**config.mk**
```make
export PLATFORM = sky130hd
export DESIGN_NAME = deadline_ordered_job_queue_unit
export DESIGN_NICKNAME = d
export VERILOG_FILES = /design/src/rtl/dojq_pkg.sv /design/src/rtl/dojq_ctrl.sv /design/src/rtl/dojq_dp.sv /design/src/rtl/deadline_ordered_job_queue_unit.sv
export SDC_FILE = /design/constraint.sdc
export NUM_CORES = 1
export LEC_CHECK = 0
export ABC_AREA = 1
export BUFFER_PORTS_ARGS = -buffer_cell sky130_fd_sc_hd__buf_4
export CORE_UTILIZATION = 35
export CTS_BUF_LIST = sky130_fd_sc_hd__clkbuf_16
export CTS_CLUSTER_SIZE = 30
export DETAILED_ROUTE_END_ITERATION = 8
export PLACE_DENSITY_LB_ADDON = 0.3
export SETUP_SLACK_MARGIN = 0.1
export SLEW_MARGIN = 5
export SYNTH_ARGS = -nofsm -noshare
export SYNTH_HDL_FRONTEND = slang
export SYNTH_HIERARCHICAL = 1
export SYNTH_SLANG_ARGS = --single-unit
```
**constraint.sdc**
```tcl
create_clock -name clk -period 4.1 [get_ports clk]
set_input_delay 0.615 -clock clk [delete_from_list [all_inputs] [get_ports clk]]
set_output_delay 0.615 -clock clk [all_outputs]
set_load 0.03 [all_outputs]
```
**src/rtl/dojq_pkg.sv**
```systemverilog
// Shared constants, types and helper functions for the deadline-ordered job queue.
package dojq_pkg;

	localparam int QUEUE_DEPTH = 16;
	localparam int AW          = (QUEUE_DEPTH > 1) ? $clog2(QUEUE_DEPTH) : 1;
	localparam int CW          = $clog2(QUEUE_DEPTH + 1);
	localparam int ID_W        = 8;
	localparam int DL_W        = 33;
	localparam int HELD_W      = 5;
	localparam int STATUS_W    = 3;

	typedef logic [AW-1:0]   addr_t;
	typedef logic [CW-1:0]   cnt_t;
	typedef logic [ID_W-1:0] id_t;
	typedef logic [DL_W-1:0] dl_t;

	typedef enum logic [1:0] {
		REQ_INSERT = 2'd0,
		REQ_REMOVE = 2'd1,
		REQ_TICK   = 2'd2
	} req_code_t;

	typedef enum logic [STATUS_W-1:0] {
		ST_INSERTED   = 3'd0,
		ST_REMOVED    = 3'd1,
		ST_DISPATCHED = 3'd2,
		ST_EMPTY      = 3'd3,
		ST_NOT_DUE    = 3'd4,
		ST_FULL       = 3'd5
	} status_t;

	typedef enum logic [1:0] {
		RD_HEAD   = 2'd0,
		RD_POS_M1 = 2'd1,
		RD_POS_M2 = 2'd2
	} rd_sel_t;

	typedef struct packed {
		logic    cap_req;
		logic    rd_en;
		rd_sel_t rd_sel;
		logic    pos_init;
		logic    pos_dec;
		logic    wr_shift;
		logic    wr_new;
		logic    cnt_inc;
		logic    pop;
		logic    res_load;
		status_t res_status;
		logic    res_job;
	} dp_cmd_t;

	typedef struct packed {
		logic is_insert;
		logic is_remove;
		logic full;
		logic empty;
		logic pos_zero;
		logic pos_one;
		logic shift_ok;
		logic due;
		logic out_free;
	} dp_sts_t;

	function automatic addr_t phys_addr(input addr_t head, input addr_t lg);
		logic [AW:0] sum;
		sum = {1'b0, head} + {1'b0, lg};
		if (sum >= (AW+1)'(QUEUE_DEPTH))
			sum = sum - (AW+1)'(QUEUE_DEPTH);
		return sum[AW-1:0];
	endfunction

	function automatic addr_t wrap_inc(input addr_t a);
		addr_t r;
		if ({1'b0, a} == (AW+1)'(QUEUE_DEPTH - 1))
			r = '0;
		else
			r = a + addr_t'(1);
		return r;
	endfunction

endpackage

```
**src/rtl/dojq_ctrl.sv**
```systemverilog
// Sequencing state machine for the job queue: decode, sorted insert walk, head check, result.
module dojq_ctrl (
	input  logic             clk,
	input  logic             arst_n,
	input  logic             req_valid,
	output logic             req_ready,
	input  dojq_pkg::dp_sts_t sts,
	output dojq_pkg::dp_cmd_t cmd
);

	typedef enum logic [2:0] {
		S_IDLE,
		S_DECODE,
		S_INS_RD,
		S_INS_CMP,
		S_INS_WR,
		S_HEAD_CHK,
		S_FINISH
	} state_t;

	state_t              state_q;
	state_t              state_d;
	dojq_pkg::status_t   res_status_q;
	dojq_pkg::status_t   res_status_d;
	logic                res_job_q;
	logic                res_job_d;

	assign req_ready = (state_q == S_IDLE);

	always_comb begin
		cmd            = '0;
		cmd.rd_sel     = dojq_pkg::RD_HEAD;
		cmd.res_status = res_status_q;
		cmd.res_job    = res_job_q;
		state_d        = state_q;
		res_status_d   = res_status_q;
		res_job_d      = res_job_q;
		case (state_q)
			S_IDLE: begin
				if (req_valid) begin
					cmd.cap_req = 1'b1;
					state_d     = S_DECODE;
				end
			end
			S_DECODE: begin
				if (sts.is_insert) begin
					if (sts.full) begin
						res_status_d = dojq_pkg::ST_FULL;
						res_job_d    = 1'b0;
						state_d      = S_FINISH;
					end else begin
						cmd.pos_init = 1'b1;
						state_d      = S_INS_RD;
					end
				end else if (sts.empty) begin
					res_status_d = dojq_pkg::ST_EMPTY;
					res_job_d    = 1'b0;
					state_d      = S_FINISH;
				end else begin
					cmd.rd_en  = 1'b1;
					cmd.rd_sel = dojq_pkg::RD_HEAD;
					state_d    = S_HEAD_CHK;
				end
			end
			S_INS_RD: begin
				if (sts.pos_zero) begin
					state_d = S_INS_WR;
				end else begin
					cmd.rd_en  = 1'b1;
					cmd.rd_sel = dojq_pkg::RD_POS_M1;
					state_d    = S_INS_CMP;
				end
			end
			S_INS_CMP: begin
				if (sts.shift_ok) begin
					cmd.wr_shift = 1'b1;
					cmd.pos_dec  = 1'b1;
					if (sts.pos_one) begin
						state_d = S_INS_WR;
					end else begin
						cmd.rd_en  = 1'b1;
						cmd.rd_sel = dojq_pkg::RD_POS_M2;
					end
				end else begin
					state_d = S_INS_WR;
				end
			end
			S_INS_WR: begin
				cmd.wr_new   = 1'b1;
				cmd.cnt_inc  = 1'b1;
				res_status_d = dojq_pkg::ST_INSERTED;
				res_job_d    = 1'b0;
				state_d      = S_FINISH;
			end
			S_HEAD_CHK: begin
				if (sts.is_remove) begin
					cmd.pop      = 1'b1;
					res_status_d = dojq_pkg::ST_REMOVED;
					res_job_d    = 1'b1;
				end else if (sts.due) begin
					cmd.pop      = 1'b1;
					res_status_d = dojq_pkg::ST_DISPATCHED;
					res_job_d    = 1'b1;
				end else begin
					res_status_d = dojq_pkg::ST_NOT_DUE;
					res_job_d    = 1'b0;
				end
				state_d = S_FINISH;
			end
			S_FINISH: begin
				if (sts.out_free) begin
					cmd.res_load = 1'b1;
					state_d      = S_IDLE;
				end
			end
			default: begin
				state_d = S_IDLE;
			end
		endcase
	end

	always_ff @(posedge clk or negedge arst_n) begin
		if (!arst_n) begin
			state_q      <= S_IDLE;
			res_status_q <= dojq_pkg::ST_INSERTED;
			res_job_q    <= 1'b0;
		end else begin
			state_q      <= state_d;
			res_status_q <= res_status_d;
			res_job_q    <= res_job_d;
		end
	end

endmodule

```
**src/rtl/dojq_dp.sv**
```systemverilog
// Datapath of the job queue: request registers, circular job memory, walk pointer, result register.
module dojq_dp (
	input  logic                            clk,
	input  logic                            arst_n,
	input  dojq_pkg::dp_cmd_t               cmd,
	output dojq_pkg::dp_sts_t               sts,
	input  logic [1:0]                      req_type,
	input  logic [dojq_pkg::ID_W-1:0]       job_id,
	input  logic [31:0]                     submit_time,
	input  logic [15:0]                     start_delay,
	input  logic [dojq_pkg::DL_W-1:0]       current_time,
	output logic                            rsp_valid,
	input  logic                            rsp_ready,
	output logic [dojq_pkg::STATUS_W-1:0]   status,
	output logic [dojq_pkg::ID_W-1:0]       job_id_out,
	output logic [dojq_pkg::DL_W-1:0]       deadline_out,
	output logic [dojq_pkg::HELD_W-1:0]     jobs_held
);

	localparam int EW = dojq_pkg::ID_W + dojq_pkg::DL_W;

	logic [1:0]           req_type_q;
	dojq_pkg::id_t        new_id_q;
	dojq_pkg::dl_t        new_dl_q;
	dojq_pkg::dl_t        now_q;
	dojq_pkg::addr_t      head_q;
	dojq_pkg::cnt_t       cnt_q;
	dojq_pkg::cnt_t       pos_q;
	logic [EW-1:0]        mem_q [dojq_pkg::QUEUE_DEPTH];
	logic [EW-1:0]        rd_q;
	dojq_pkg::addr_t      rd_lg;
	dojq_pkg::addr_t      rd_addr;
	dojq_pkg::addr_t      wr_addr;
	logic                 wr_en;
	logic [EW-1:0]        wr_data;
	dojq_pkg::id_t        rd_id;
	dojq_pkg::dl_t        rd_dl;
	dojq_pkg::cnt_t       pos_m1;
	dojq_pkg::cnt_t       pos_m2;
	logic                 rsp_valid_q;
	logic [dojq_pkg::STATUS_W-1:0] status_q;
	dojq_pkg::id_t        job_id_out_q;
	dojq_pkg::dl_t        deadline_out_q;
	logic [dojq_pkg::HELD_W-1:0]   jobs_held_q;

	assign rd_id  = rd_q[EW-1 -: dojq_pkg::ID_W];
	assign rd_dl  = rd_q[dojq_pkg::DL_W-1:0];
	assign pos_m1 = pos_q - dojq_pkg::cnt_t'(1);
	assign pos_m2 = pos_q - dojq_pkg::cnt_t'(2);

	always_comb begin
		case (cmd.rd_sel)
			dojq_pkg::RD_HEAD:   rd_lg = '0;
			dojq_pkg::RD_POS_M1: rd_lg = pos_m1[dojq_pkg::AW-1:0];
			dojq_pkg::RD_POS_M2: rd_lg = pos_m2[dojq_pkg::AW-1:0];
			default:             rd_lg = '0;
		endcase
	end

	assign rd_addr = dojq_pkg::phys_addr(head_q, rd_lg);
	assign wr_addr = dojq_pkg::phys_addr(head_q, pos_q[dojq_pkg::AW-1:0]);
	assign wr_en   = cmd.wr_shift | cmd.wr_new;
	assign wr_data = cmd.wr_new ? {new_id_q, new_dl_q} : rd_q;

	always_ff @(posedge clk) begin
		if (wr_en)
			mem_q[wr_addr] <= wr_data;
		if (cmd.rd_en)
			rd_q <= mem_q[rd_addr];
	end

	always_ff @(posedge clk) begin
		if (cmd.cap_req) begin
			req_type_q <= req_type;
			new_id_q   <= job_id;
			new_dl_q   <= {1'b0, submit_time} + {17'd0, start_delay};
			now_q      <= current_time;
		end
		if (cmd.pos_init)
			pos_q <= cnt_q;
		else if (cmd.pos_dec)
			pos_q <= pos_m1;
	end

	always_ff @(posedge clk or negedge arst_n) begin
		if (!arst_n) begin
			head_q <= '0;
			cnt_q  <= '0;
		end else begin
			if (cmd.cnt_inc)
				cnt_q <= cnt_q + dojq_pkg::cnt_t'(1);
			else if (cmd.pop) begin
				cnt_q  <= cnt_q - dojq_pkg::cnt_t'(1);
				head_q <= dojq_pkg::wrap_inc(head_q);
			end
		end
	end

	always_ff @(posedge clk or negedge arst_n) begin
		if (!arst_n) begin
			rsp_valid_q <= 1'b0;
		end else if (cmd.res_load) begin
			rsp_valid_q <= 1'b1;
		end else if (rsp_ready) begin
			rsp_valid_q <= 1'b0;
		end
	end

	always_ff @(posedge clk) begin
		if (cmd.res_load) begin
			status_q       <= cmd.res_status;
			job_id_out_q   <= cmd.res_job ? rd_id : '0;
			deadline_out_q <= cmd.res_job ? rd_dl : '0;
			jobs_held_q    <= dojq_pkg::HELD_W'(cnt_q);
		end
	end

	assign sts.is_insert = (req_type_q == dojq_pkg::REQ_INSERT);
	assign sts.is_remove = (req_type_q == dojq_pkg::REQ_REMOVE);
	assign sts.full      = (cnt_q == dojq_pkg::cnt_t'(dojq_pkg::QUEUE_DEPTH));
	assign sts.empty     = (cnt_q == '0);
	assign sts.pos_zero  = (pos_q == '0);
	assign sts.pos_one   = (pos_q == dojq_pkg::cnt_t'(1));
	assign sts.shift_ok  = (rd_dl >= new_dl_q);
	assign sts.due       = (now_q >= rd_dl);
	assign sts.out_free  = !rsp_valid_q || rsp_ready;

	assign rsp_valid    = rsp_valid_q;
	assign status       = status_q;
	assign job_id_out   = job_id_out_q;
	assign deadline_out = deadline_out_q;
	assign jobs_held    = jobs_held_q;

`ifndef SYNTH
	a_cnt_bound: assert property (@(posedge clk) disable iff (!arst_n)
		cnt_q <= dojq_pkg::cnt_t'(dojq_pkg::QUEUE_DEPTH))
		else $error("job count above queue depth");
	a_no_inc_full: assert property (@(posedge clk) disable iff (!arst_n)
		cmd.cnt_inc |-> !sts.full)
		else $error("insert committed into a full queue");
	a_no_pop_empty: assert property (@(posedge clk) disable iff (!arst_n)
		cmd.pop |-> !sts.empty)
		else $error("head taken from an empty queue");
	a_shift_after_read: assert property (@(posedge clk) disable iff (!arst_n)
		cmd.wr_shift |-> $past(cmd.rd_en))
		else $error("shift write without a fresh read");
	a_load_free: assert property (@(posedge clk) disable iff (!arst_n)
		cmd.res_load |-> sts.out_free)
		else $error("result loaded over an untaken word");
`endif

endmodule

```
**src/rtl/deadline_ordered_job_queue_unit.sv**
```systemverilog
// Top level of the deadline-ordered job queue: request and response word channels.
// One request word yields one response word. A remove or tick on a non-empty queue goes
// from decode through the head check to the result state, an empty or full case from decode
// straight to the result state, and an insert through decode, a first read, compare steps
// that move back every queued job whose deadline is at or after the new one, and the write
// of the new entry; the insert walk shifts one entry per cycle through the single-write,
// single-read job memory. A new request word is taken while the previous response word
// still waits in the output register.
module deadline_ordered_job_queue_unit (
	input  logic                            clk,
	input  logic                            arst_n,
	input  logic                            req_valid,
	output logic                            req_ready,
	input  logic [1:0]                      req_type,
	input  logic [dojq_pkg::ID_W-1:0]       job_id,
	input  logic [31:0]                     submit_time,
	input  logic [15:0]                     start_delay,
	input  logic [dojq_pkg::DL_W-1:0]       current_time,
	output logic                            rsp_valid,
	input  logic                            rsp_ready,
	output logic [dojq_pkg::STATUS_W-1:0]   status,
	output logic [dojq_pkg::ID_W-1:0]       job_id_out,
	output logic [dojq_pkg::DL_W-1:0]       deadline_out,
	output logic [dojq_pkg::HELD_W-1:0]     jobs_held
);

	dojq_pkg::dp_cmd_t cmd;
	dojq_pkg::dp_sts_t sts;

	dojq_ctrl u_ctrl (
		.clk       (clk),
		.arst_n    (arst_n),
		.req_valid (req_valid),
		.req_ready (req_ready),
		.sts       (sts),
		.cmd       (cmd)
	);

	dojq_dp u_dp (
		.clk          (clk),
		.arst_n       (arst_n),
		.cmd          (cmd),
		.sts          (sts),
		.req_type     (req_type),
		.job_id       (job_id),
		.submit_time  (submit_time),
		.start_delay  (start_delay),
		.current_time (current_time),
		.rsp_valid    (rsp_valid),
		.rsp_ready    (rsp_ready),
		.status       (status),
		.job_id_out   (job_id_out),
		.deadline_out (deadline_out),
		.jobs_held    (jobs_held)
	);

endmodule
```
Word-level counts from Yosys, hierarchy flattened
Memory sizes are Yosys's and may differ from the RTL's. A register that Yosys moved wholly into a read port is not among the register bits.
Index checks and enable logic that the tools add are counted.
{"block": "classes", "n_mux": 51, "add_sub_neg": 10, "n_lt_le_gt_ge": 4, "eq_ne": 17, "n_bitwise": 2, "reduce_logical": 14}
{"op": "greater-or-equal comparator 33 bit", "count": 2}
{"op": "two-way mux 3 bit", "count": 17}
{"op": "two-way mux 41 bit", "count": 1}
{"op": "adder 32 x 16 -> 33 bit", "count": 1}
{"op": "two-way mux 5 bit", "count": 4}
{"op": "one-hot mux 3 bit (3 select lines)", "count": 2}
{"op": "one-hot mux 3 bit (6 select lines)", "count": 1}
{"op": "two-way mux 1 bit", "count": 17}
{"op": "two-way mux 4 bit", "count": 3}
{"op": "adder 4 x 4 -> 5 bit", "count": 2}
{"op": "greater-or-equal comparator 5 bit, second input constant", "count": 2}
{"op": "logical NOT 5 bit", "count": 2}
{"op": "subtractor 5 x 1 -> 5 bit, second input constant", "count": 2}
{"op": "== test 3 bit, second input constant", "count": 3}
{"op": "inequality test 3 bit, second input constant", "count": 3}
{"op": "two-way mux 2 bit", "count": 4}
{"op": "one-hot mux 4 bit (2 select lines)", "count": 1}
{"op": "subtractor 4 x 1 -> 4 bit, second input constant", "count": 2}
{"op": "== test 3 x 2 -> 1 bit, second input constant", "count": 2}
{"op": "AND reduction 3 bit", "count": 2}
{"op": "nonzero test 2 bit", "count": 3}
{"op": "adder 5 x 1 -> 5 bit, second input constant", "count": 1}
{"op": "== test 5 x 1 -> 1 bit, second input constant", "count": 1}
{"op": "== test 5 bit, second input constant", "count": 1}
{"op": "17 further kinds", "count": 19}
{"block": "word_totals", "regBits": 147, "output_inout_bits": 51, "ramBits": 656, "mem_count": 1}
{"memory": "u_dp.mem_q", "depth": 16, "width": 41, "read_ports": 1, "rd_clocked_by_memory_dff": 1, "write_ports": 1, "line_no": "dojq_dp.sv:29", "text": "logic [EW-1:0] mem_q [dojq_pkg::QUEUE_DEPTH];"}

Longest topological paths before layout
{"block": "depth", "word_depth": 9, "ltp_mapped": 30, "depth_no_buf": 29}

Hierarchy
The synthesis kept the hierarchy.
{"mod": "dojq_dp", "seq_area_each_um2": 25084.1, "area_per_inst_um2": 37613.6, "n_inst": 1, "cells_each": 3332}
{"mod": "dojq_ctrl", "seq_area_each_um2": 175.2, "area_per_inst_um2": 589.3, "n_inst": 1, "cells_each": 92}

Least setup slack after synthesis
Ideal clock, no wire load.
{"block": "synth_path", "path_kind": "reg-to-reg", "from": "reg u_ctrl.state_q[1]", "to": "reg u_dp.new_dl_q[0], enable pin", "arrival_time_ns": 3.951, "slack_ns": -0.362, "setup_time_ns": 0.511, "path_stages_with_launch": 5, "n_path_buf": 1, "path_cell_list": "dfrtp_1 buf_4 nor2_1 nand2_1 nor2_1"}
{"item": "start: declaration", "line_no": "dojq_ctrl.sv:21", "text": "state_t state_q;"}
{"item": "start signal: assignment", "line_no": "dojq_ctrl.sv:128", "text": "state_q <= state_d;"}
{"item": "end signal: assignment", "line_no": "dojq_dp.sv:76", "text": "new_dl_q <= {1'b0, submit_time} + {17'd0, start_delay};"}
{"item": "end: declaration", "line_no": "dojq_dp.sv:24", "text": "dojq_pkg::dl_t new_dl_q;"}

==> summary.txt <==
Die
  • Die height: 332 um
  • Die Area: 110000 um2
  • Core Rows: 120
  • Die W: 332 um
  • Io pins: 146
  • Core area: 108000 um2
  • Initial core utilization: 0.355

Power
  • Internal power: 23.9 mW
  • Switching share of total power: 0.372
  • Comb pwr share: 0.454
  • Sequential power share: 0.340
  • Leakage: 19.0 nW
  • Psw: 14.2 mW
  • Power Dens Cells: 805 nW/um2
  • Clock Power Share: 0.206
  • VDD IR-drop max: 0.000469 V

Worst setup path
  • Startpoint type of the worst setup path: register
  • Crit path arrival time: 5.15 ns
  • CP max stage delay: 0.84 ns
  • R2r setup slk: -0.58 ns
  • Reg-to-reg startpoint: u_dp/rd_q[26]
  • Setup crit end kind: register
  • Crit Path Class: reg -> reg
  • Reg2Reg Depth: 22
  • Crit path from: u_dp/rd_q[26]
  • CP required: 4.57 ns
  • Most frequent CP cell: buf_12
  • Crit-path max FO: 7
  • CP max stage cell: fa_4
  • Reg-to-Reg End: u_dp/rd_q[8]
  • Cell Chain, Critical Path: ha_4 > nand4_1 > or2_2 > nor2_2 > nand3_1 > nand4_1 > nand2_1 > nor2_4 > inv_2 > ha_4 > inv_2 > or2_4 > a21oi_4 > fa_4 > buf_12 > buf_12 > buf_4 > buf_12 > o21ai_0 > a21oi_1 > o21ai_2 > o21ai_2

STA
  • PnR worst setup slack: -0.576 ns
  • FMAX: 214 MHz
  • Final Skew: 0.0153 ns
  • Final setup vio count: 41
  • RSZ-0062 raised after global routing: true
  • Minimum clock period: 4.68 ns
  • Worst slew pin tran: 1.27 ns
  • Slew Viols, Final: 0
  • Slew headroom: 0.151
  • Hold Fails Final Rpt: 0
  • Tcrit/Tclk final: 1.14
  • Hold Worst Slack: 0.141 ns

GRT
  • Gr ovfl total: 0
  • First-pass GRT wire length: 153000 um
  • Largest net degree at the start of global routing: 76
  • Antenna violations before repair: 0
  • Total GRT Usage: 0.185
  • Number of global-route vias before repair: 24526

Clocking
  • Num CTS Buffers: 88
  • CTS tree: built
  • Register clock-pin slew on the reported worst setup and hold paths: 0.06 ns
  • Clk_lat worst skew: 0.65 ns
  • CTS max path bufs: 3
  • H-tree levels: 3
  • Clock Root Buffer: clkbuf_16
  • # clock sinks: 844

Layout
  • Multi-input gate area: 10400 um2
  • Finished Layout Cells: 5277
  • NumNets Final: 4000
  • Storage cell area: 25300 um2
  • Fin util: 0.439
  • Syn-to-layout area delta: 23.7%
  • Ant. Diodes: 0
  • Fill cells: 9889
  • Layout cells sized above 1: 0.187

Detailed routing
  • Initial drt markers: 2103
  • Avg WL per Cell: 19.7 um
  • Pre-Repair DR Iteration Count: 5
  • Residual DRC: 0
  • Vias: 25975
  • Detailed-route wire length: 104000 um
  • Routed Antenna Nets: 0
  • DR vias/cell: 4.92

Synthesis
  • Mapped Nets: 3622
  • Post-synth cell types: 42
  • Mean Syn Cell Area: 11.2 um2
  • Seq/Total Area, Yosys: 0.661
  • Synthesized cell area: 38200 um2
  • Yosys reg bits: 844
  • Gate Count Post-Synth: 3424
  • Synth warn: 6

Placement
  • HPWL after DPL: 63900 um
  • Routability cong.: 0.908
  • IO buf count: 145
  • Inst Count DP: 5070

Run status
  • Status: finished, violations left
  • Failing checks: negative setup slack

Min path
  • Worst hold path type: in -> reg
  • HP Start: current_time[1]
  • Hold Path Depth: 1
  • Min-Delay Endpoint: u_dp/now_q[1]

Flow run
  • Max Cap Viol: 0
registers in the layout, summed over array words and instances (netlist names):
name / cells
u_ctrl/state_q: 3
u_dp/jobs_held: 5
u_ctrl/res_status_q: 3
u_dp/status: 3
u_dp/cnt_q: 5
u_dp/req_type_q: 2
u_dp/new_dl_q: 33
u_dp/now_q: 33
u_dp/rd_q: 41
u_ctrl/res_job_q: 1
u_dp/pos_q: 5
u_dp/mem_q: 656
u_dp/new_id_q: 8
u_dp/job_id_out: 8
u_dp/rsp_valid: 1
u_dp/head_q: 4
u_dp/deadline_out: 33
power groups by stage:
stage / clock network, mW / logic, mW / registers [mW]
after detailed placement: 0 / 15.4 / 13.1
after CTS: 8.01 / 16.7 / 12.9
final: 7.85 / 17.3 / 12.9
after global placement: 0 / 15.2 / 13.1
after floorplan: 0 / 9.53 / 13.0
after global routing: 8.34 / 19.0 / 13.0
synth_stat cells, drive strengths merged:
library cell / number / area [um2]
and3: 1 / 6.26
and2: 3 / 18.8
nor2: 100 / 385
clkbuf: 51 / 195
nand3b: 4 / 30.0
edfxtp: 827 / 24800
xnor2: 6 / 52.6
o211ai: 82 / 616
dfrtp: 17 / 425
o21a: 41 / 308
inv: 587 / 2200
o22ai: 2 / 12.5
o21ai: 375 / 1900
buf: 102 / 764
or2: 8 / 50.1
xor2: 20 / 175
nand3: 142 / 728
a21oi: 282 / 1540
fa: 4 / 80.1
nor4: 1 / 6.26
nand2: 624 / 2350
nor3: 9 / 45.0
nand4: 30 / 188
a21o: 6 / 45.0
ha: 99 / 1240
o21bai: 1 / 7.51
layout make-up:
class,count,area share
tap,1403,0.0371
inverter,587,0.0467
multi-input combinational,1840,0.220
timing repair buffer,441,0.102
clock buffer,90,0.0477
sequential,844,0.534
clock inverter,72,0.0119
cell families (layout without fill, tap and decap cells):
logic type                 Yosys count  after routing  synth area share
DFF                                844            844             0.661
buffers and inverters              740           1190            0.0828
and+or+nand+nor                    922            922            0.0997
adders and majority gates          103            103            0.0345
xor gates and xnor gates            26             26           0.00596
AOI/OAI and AO/OA                  789            789             0.116
placed cells by master (no fill, tap or decap), types with 4 or more instances in the layout:
cell type  instances
a21o_1             6
a21oi_1          227
a21oi_2           53
buf_12            84
buf_16            10
buf_4            317
buf_6             14
buf_8              6
bufinv_16          9
clkbuf_16         99
clkinv_1          20
clkinv_2          19
dfrtp_1           16
edfxtp_1         827
ha_1              83
ha_4              16
inv_1            598
inv_2              7
nand2_1          613
nand2_2            8
nand3_1          138
nand3b_1           4
nand4_1           30
nor2_1            74
nor2_2             4
nor2_4            22
nor3_1             8
o211ai_1          82
o21a_1            41
o21ai_0          190
o21ai_1          156
o21ai_2           29
or2_2              6
xnor2_1            5
xor2_1            20
what timing repair did:
item	CTS	global route
setup endpoints to repair	41	41
setup buffers	18	9
hold buffers	1	0
pin swaps	25	46
hold endpoints to repair	17	0
gates resized for setup	89	85
cloned	12	9
metal layers:
layer,vias to the layer above,track usage,share of wire
met5,-,0,0
met4,0,0.0647,0.034
met3,159,0.0291,0.055
met2,742,0.298,0.47
met1,12570,0.252,0.44
li1,12504,-,-
worst max-delay path: cells and delay by family, from the launching register on:
kind                     cells  cell delay, ns
AO/OA/AOI/OAI                5            0.65
adder cells (fa/ha/maj)      3            1.34
buffers and inverters        6            0.66
flip-flops                   1            0.52
AND/OR/NAND/NOR              8            1.32
metrics by stage:
step / setup slack [ns] / power (mW) / setup TNS, ns / instance area (um2)
3_5_place_dp: -0.824 / 28.5 / -28.98 / 43100
5_1_grt: -0.727 / 40.4 / -25.39 / 47300
4_1_cts: -0.502 / 37.7 / -18.62 / 46800
3_3_place_gp: -0.907 / 28.3 / -30.06 / 43100
6_report: -0.576 / 38.1 / -18.72 / 47300
2_1_floorplan: 0.182 / 22.6 / 0 / 38200
how the worst max path moves through the flow:
stage	end	cells after the start
floorplan	u_dp/mem_q[2][0]	12
detailed placement	u_dp/rd_q[8]	22
global placement	u_dp/rd_q[8]	22
global route	u_dp/rd_q[8]	23
CTS	u_dp/rd_q[4]	25
finish	u_dp/rd_q[8]	22
(Power assumes the default switching activity.)
